**src/rtl/tddl_pkg.sv**
```systemverilog
// Shared types, codes and constants for the tile directory decode and lookup unit.
// Depends on nothing; every other file refers to it by scoped names.
package tddl_pkg;

    // Default capacity of the entry store.
    localparam int MAX_ENTRIES_DEF = 512;

    // Command codes carried in the input tuser.
    localparam logic [1:0] CMD_CLEAR  = 2'd0;
    localparam logic [1:0] CMD_BYTE   = 2'd1;
    localparam logic [1:0] CMD_QUERY  = 2'd2;
    localparam logic [1:0] CMD_UNUSED = 2'd3;

    // Status codes carried in the output tuser.
    localparam logic [2:0] ST_BYTE  = 3'd0;
    localparam logic [2:0] ST_DONE  = 3'd1;
    localparam logic [2:0] ST_ERROR = 3'd2;
    localparam logic [2:0] ST_FOUND = 3'd3;
    localparam logic [2:0] ST_MISS  = 3'd4;
    localparam logic [2:0] ST_CLEAR = 3'd5;

    // Varint byte fields.
    localparam logic [7:0] VARINT_DATA_MASK = 8'h7F;
    localparam logic [7:0] VARINT_MORE_MASK = 8'h80;
    localparam logic [6:0] VARINT_STEP      = 7'd7;
    localparam logic [6:0] VARINT_LIMIT     = 7'd64;

    // Directory decode phases.
    typedef enum logic [6:0] {
        PH_COUNT = 7'b0000001,
        PH_IDS   = 7'b0000010,
        PH_RUNS  = 7'b0000100,
        PH_LENS  = 7'b0001000,
        PH_OFFS  = 7'b0010000,
        PH_DONE  = 7'b0100000,
        PH_ERROR = 7'b1000000
    } phase_t;

    // One directory entry as held in the store.
    typedef struct packed {
        logic [63:0] id;
        logic [31:0] run;
        logic [31:0] len;
        logic [63:0] off;
    } entry_t;

    // Per-field write request into the entry store.
    typedef struct packed {
        logic   id_we;
        logic   run_we;
        logic   len_we;
        logic   off_we;
        entry_t data;
    } entry_wr_t;

    // Decoder response towards the output register.
    typedef struct packed {
        logic       valid;
        logic [2:0] status;
        logic       dir_ready;
    } dec_rsp_t;

    // Lookup response towards the output register.
    typedef struct packed {
        logic        valid;
        logic [2:0]  status;
        logic [63:0] off;
        logic [31:0] len;
        logic [31:0] run;
    } scan_rsp_t;

endpackage

```
**src/rtl/tddl_scan.sv**
```systemverilog
// Lookup engine: walks the entry store in order, one entry per cycle, for a query id.
// Depends on tddl_pkg; reads the store through its registered read port.
module tddl_scan #(
    parameter int MAX_ENTRIES = tddl_pkg::MAX_ENTRIES_DEF,
    localparam int IDX_W = (MAX_ENTRIES > 1) ? $clog2(MAX_ENTRIES) : 1,
    localparam int CNT_W = $clog2(MAX_ENTRIES + 1)
) (
    input  logic                    clk,
    input  logic                    rst_n,
    input  logic                    start,
    input  logic [63:0]             query_id,
    input  logic                    dir_ready,
    input  logic [CNT_W-1:0]        count,
    input  tddl_pkg::entry_t        rd_data,
    output logic [IDX_W-1:0]        rd_addr,
    output logic                    busy,
    output tddl_pkg::scan_rsp_t     rsp
);

    logic             busy_reg, busy_next;
    logic             pend_reg, pend_next;
    logic [CNT_W-1:0] issue_reg, issue_next;
    logic [63:0]      query_reg;
    logic [63:0]      range_end;
    logic             hit;
    logic             issue_more;

    assign busy       = busy_reg;
    assign rd_addr    = issue_reg[IDX_W-1:0];
    assign issue_more = (issue_reg < count);
    assign range_end  = rd_data.id + 64'(rd_data.run);
    assign hit        = (rd_data.run != 32'd0) && (query_reg >= rd_data.id)
                     && (query_reg < range_end);

    // Issue reads and check each returned entry.
    always_comb
    begin
        busy_next  = busy_reg;
        pend_next  = 1'b0;
        issue_next = issue_reg;
        rsp        = '0;
        rsp.status = tddl_pkg::ST_MISS;

        if (start)
        begin
            if (!dir_ready || (count == '0))
            begin
                rsp.valid = 1'b1;
            end
            else
            begin
                busy_next  = 1'b1;
                issue_next = '0;
            end
        end
        else if (busy_reg)
        begin
            if (pend_reg && hit)
            begin
                rsp.valid  = 1'b1;
                rsp.status = tddl_pkg::ST_FOUND;
                rsp.off    = rd_data.off;
                rsp.len    = rd_data.len;
                rsp.run    = rd_data.run;
                busy_next  = 1'b0;
            end
            else if (pend_reg && !issue_more)
            begin
                rsp.valid = 1'b1;
                busy_next = 1'b0;
            end
            else
            begin
                pend_next = issue_more;
                if (issue_more)
                begin
                    issue_next = issue_reg + CNT_W'(1);
                end
            end
        end
    end

    // Scan control.
    always_ff @(posedge clk or negedge rst_n)
    begin
        if (!rst_n)
        begin
            busy_reg  <= 1'b0;
            pend_reg  <= 1'b0;
            issue_reg <= '0;
        end
        else
        begin
            busy_reg  <= busy_next;
            pend_reg  <= pend_next;
            issue_reg <= issue_next;
        end
    end

    // Query held for the length of the scan.
    always_ff @(posedge clk)
    begin
        if (start)
        begin
            query_reg <= query_id;
        end
    end

endmodule

```
**config.mk**
```make
export PLATFORM = sky130hd
export DESIGN_NAME = tddl_scan
export DESIGN_NICKNAME = d
export VERILOG_FILES = /design/src/rtl/tddl_pkg.sv /design/src/rtl/tddl_scan.sv
export SDC_FILE = /design/constraint.sdc
export NUM_CORES = 1
export LEC_CHECK = 0
export ABC_AREA = 1
export BUFFER_PORTS_ARGS = -buffer_cell sky130_fd_sc_hd__buf_2
export CORE_AREA = 5 5 156 158
export DETAILED_ROUTE_END_ITERATION = 16
export DIE_AREA = 0 0 161 163
export GPL_TIMING_DRIVEN = 0
export HOLD_SLACK_MARGIN = 0.05
export PLACE_DENSITY = 0.75
export RECOVER_POWER = 50
export SYNTH_ARGS = -nofsm -noshare
export SYNTH_HDL_FRONTEND = slang
export SYNTH_SLANG_ARGS = --single-unit
```
**constraint.sdc**
```tcl
create_clock -name clk -period 5.25 [get_ports clk]
set_clock_uncertainty 0.1 [all_clocks]
set_input_delay 0.525 -clock clk [delete_from_list [all_inputs] [get_ports clk]]
set_output_delay 0.525 -clock clk [all_outputs]
set_load 0.05 [all_outputs]
```
==> impl_metrics.json <==
{
  "numCtsBuffers": 9,
  "largest_reg_flops": 64,
  "power_switching_share_pct": 41.8,
  "grt-ovfl-total": 0,
  "drive_above_1_share_pct": 26.6,
  "synth_cells": 1542,
  "die-height_um": 163,
  "die_w_um": 161,
  "cts_buffer_depth": 2,
  "drt-initial-drc-count": 722,
  "drt_wl_total_um": 39200,
  "cts-root-buf": "clkbuf_16",
  "min_period_ps": 5160,
  "place_congestion": 0.960,
  "leakagePower_nw": 7.70,
  "clock-sinks": 76,
  "synthesis.nets": 1982,
  "clockPowerShare_pct": 25.3,
  "start_util_pct": 44.2,
  "cp.arrival_ps": 4540,
  "final_max_slew_viol_count": 0,
  "route.detailed.drc": 0,
  "area_delta_synth_final_pct": 34.3,
  "synth_cell_types": 40,
  "crit_required_ps": 4620,
  "total_power_w": 0.00264,
  "grt_max_degree": 66,
  "hold_viol_final": 0,
  "worst_pin_slew_ps": 986,
  "grt_pass1_vias": 11314,
  "crit_path_start_kind": "input pin",
  "rows": 56,
  "final.setup.tns_ps": 0,
  "p_seq_share_pct": 28.7,
  "synth_area_um2": 10200,
  "clkSlewWorstSetupHoldPaths_ps": 70,
  "viasPerCell": 5.13,
  "avgSynthCellArea_um2": 6.59,
  "reg2reg_to": "issue_reg[0]",
  "slew_headroom_pct": 33.6,
  "endpoint": "rsp[22]",
  "placed_area_um2": 12600,
  "p_comb_share_pct": 46.0,
  "multi_input_area_um2": 6900,
  "reg2reg_setup_slack_ps": 2400,
  "core_um2": 23000,
  "fmax_ghz": 0.194,
  "yosysWarnings": 0,
  "layout_commonest_cell": "buf_2",
  "wl_per_cell_um": 17.2,
  "ant_nets": 0,
  "p_int_w": 0.00154,
  "min-delay-path-class": "input pin to flop",
  "final_area_um2": 13600,
  "critPathCaptureType": "output port",
  "fin_hold_ws_ps": 239,
  "final_util_pct": 59.4,
  "grt_first_pass_wirelength_um": 58500,
  "outcome": "finished clean",
  "max-cap-violations": 0,
  "dieArea_um2": 26200,
  "cts_tree": "done",
  "power.switching_w": 0.00111,
  "setup_viol": 0,
  "powerDensity_nw_per_um2": 194,
  "seq_area_um2": 2220,
  "dr.pass1.iters": 7,
  "vias": 11673,
  "grt_antenna_before_repair": 9,
  "worstSetupPathType": "input pin to output port",
  "fillers": 2203,
  "fin_crit_sh_pct": 98.4,
  "nets": 2417,
  "yosys_register_bits": 76,
  "r2r_start": "query_reg[51]",
  "ios": 412,
  "synth_seq_area_share_pct": 21.9,
  "final_cell_mix": "339 x buf_2, 329 x inv_1, 286 x nand2_1",
  "cts-htree-levels": 3,
  "peakVddDrop_uv": 208,
  "hold_path_startpoint": "query_id[41]",
  "grt_usage_pct": 28.3,
  "path_max_fanout": 10,
  "dp_hpwl_um": 33100,
  "setup.worst_path.start": "rd_data[104]",
  "port_buffers": 411,
  "worst-r2r-cell-count": 12,
  "clock_insertion_delay_worst_skew_ps": 360
}
==> kinds of logic after synthesis <==
kind of cell               synth area share (%)
xor gates and xnor gates                   4.83
adders and majority gates                  21.0
AOI/OAI and AO/OA                          10.9
DFF                                        21.9
and+or+nand+nor                            27.4
buffers and inverters                      14.0
==> cell usage after synthesis, drive strengths merged <==
cell | number | share of area, %
xor2 | 46 | 4.0
o21ai | 58 | 2.9
nor4 | 11 | 0.68
ha | 169 | 21
a21boi | 5 | 0.41
and3 | 2 | 0.12
o21a | 4 | 0.30
dfrtp | 12 | 3.0
nand2 | 290 | 11
inv | 330 | 12
xnor2 | 10 | 0.86
o41ai | 1 | 0.086
a21o | 5 | 0.37
o31ai | 1 | 0.074
edfxtp | 64 | 19
clkbuf | 1 | 0.037
fa | 1 | 0.20
a31oi | 11 | 0.68
nor2 | 259 | 9.6
or2 | 4 | 0.25
nand4 | 22 | 1.4
a31o | 1 | 0.086
o2111ai | 1 | 0.086
nand3 | 55 | 2.7
o211ai | 2 | 0.15
a21oi | 105 | 5.2
nor3b | 1 | 0.12
a211oi | 1 | 0.074
and2 | 2 | 0.12
buf | 26 | 1.8
nor3 | 35 | 1.7
o21bai | 7 | 0.52
==> power by group through the flow <==
stage / Clock (W) / Combinational (W) / Sequential [W]
after floorplan: 0 / 0.000747 / 0.000758
after global placement: 0 / 0.00109 / 0.000770
after detailed placement: 0 / 0.00111 / 0.000770
after CTS: 0.000679 / 0.00114 / 0.000758
after global routing: 0.000706 / 0.00135 / 0.000764
final: 0.000668 / 0.00122 / 0.000758
==> metal layers <==
metal | up-vias | wire length [µm] | global-route usage [%]
li1 | 5794 | - | -
met1 | 5304 | 15500 | 33.4
met2 | 464 | 19000 | 50.1
met3 | 97 | 2930 | 6.63
met4 | 14 | 1650 | 10.7
met5 | - | 90 | 0
==> layout make-up <==
class	instances	share of cell area, %
Tap cell	290	2.66
Multi-Input combinational cell	1109	50.6
Buffer	27	1.85
Antenna cell	3	0.0550
Timing Repair Buffer	424	17.2
Clock inverter	7	0.605
Inverter	330	9.08
Clock buffer	9	1.65
Sequential cell	76	16.3
==> worst min-delay path by stage <==
stage / endpoint / slack (ps) / cells past startpoint
floorplan: busy / 130 / 0
global placement: issue_reg[1] / 320 / 1
detailed placement: issue_reg[0] / 320 / 1
CTS: query_reg[41] / 220 / 1
global route: query_reg[43] / 230 / 1
finish: query_reg[41] / 240 / 1
==> repair_timing <==
action                                  CTS  global route
endpoints found under the setup margin  132           131
pin swaps                                 4            13
setup buffers                             6             5
gates resized for setup                  44           160
hold buffers                              1             0
gates cloned                              1             0
hold endpoints to repair                 12             0
==> critical path, cell delays in order <==
cell,delay (ps)
buf_2,110
ha_1,350
a21oi_1,230
o21ai_0,200
nand2_1,100
nand2_1,70
nand2_1,60
nand2_1,80
a21oi_2,290
o21ai_0,160
xor2_1,190
ha_1,310
a21oi_1,150
o21ai_0,110
a21o_1,180
a21oi_1,150
nand2_1,180
nand2_1,120
nand4_1,110
buf_6,160
buf_8,150
buf_8,140
nor2_1,110
buf_2,280
==> through the flow <==
stage	setup WS [ps]	std cells
2_1_floorplan	333	1542
3_3_place_gp	-838	2243
3_5_place_dp	-828	2243
4_1_cts	-1.53	2267
5_1_grt	-158	2274
6_report	85.4	2275
Power figures use the tool's default switching activity.
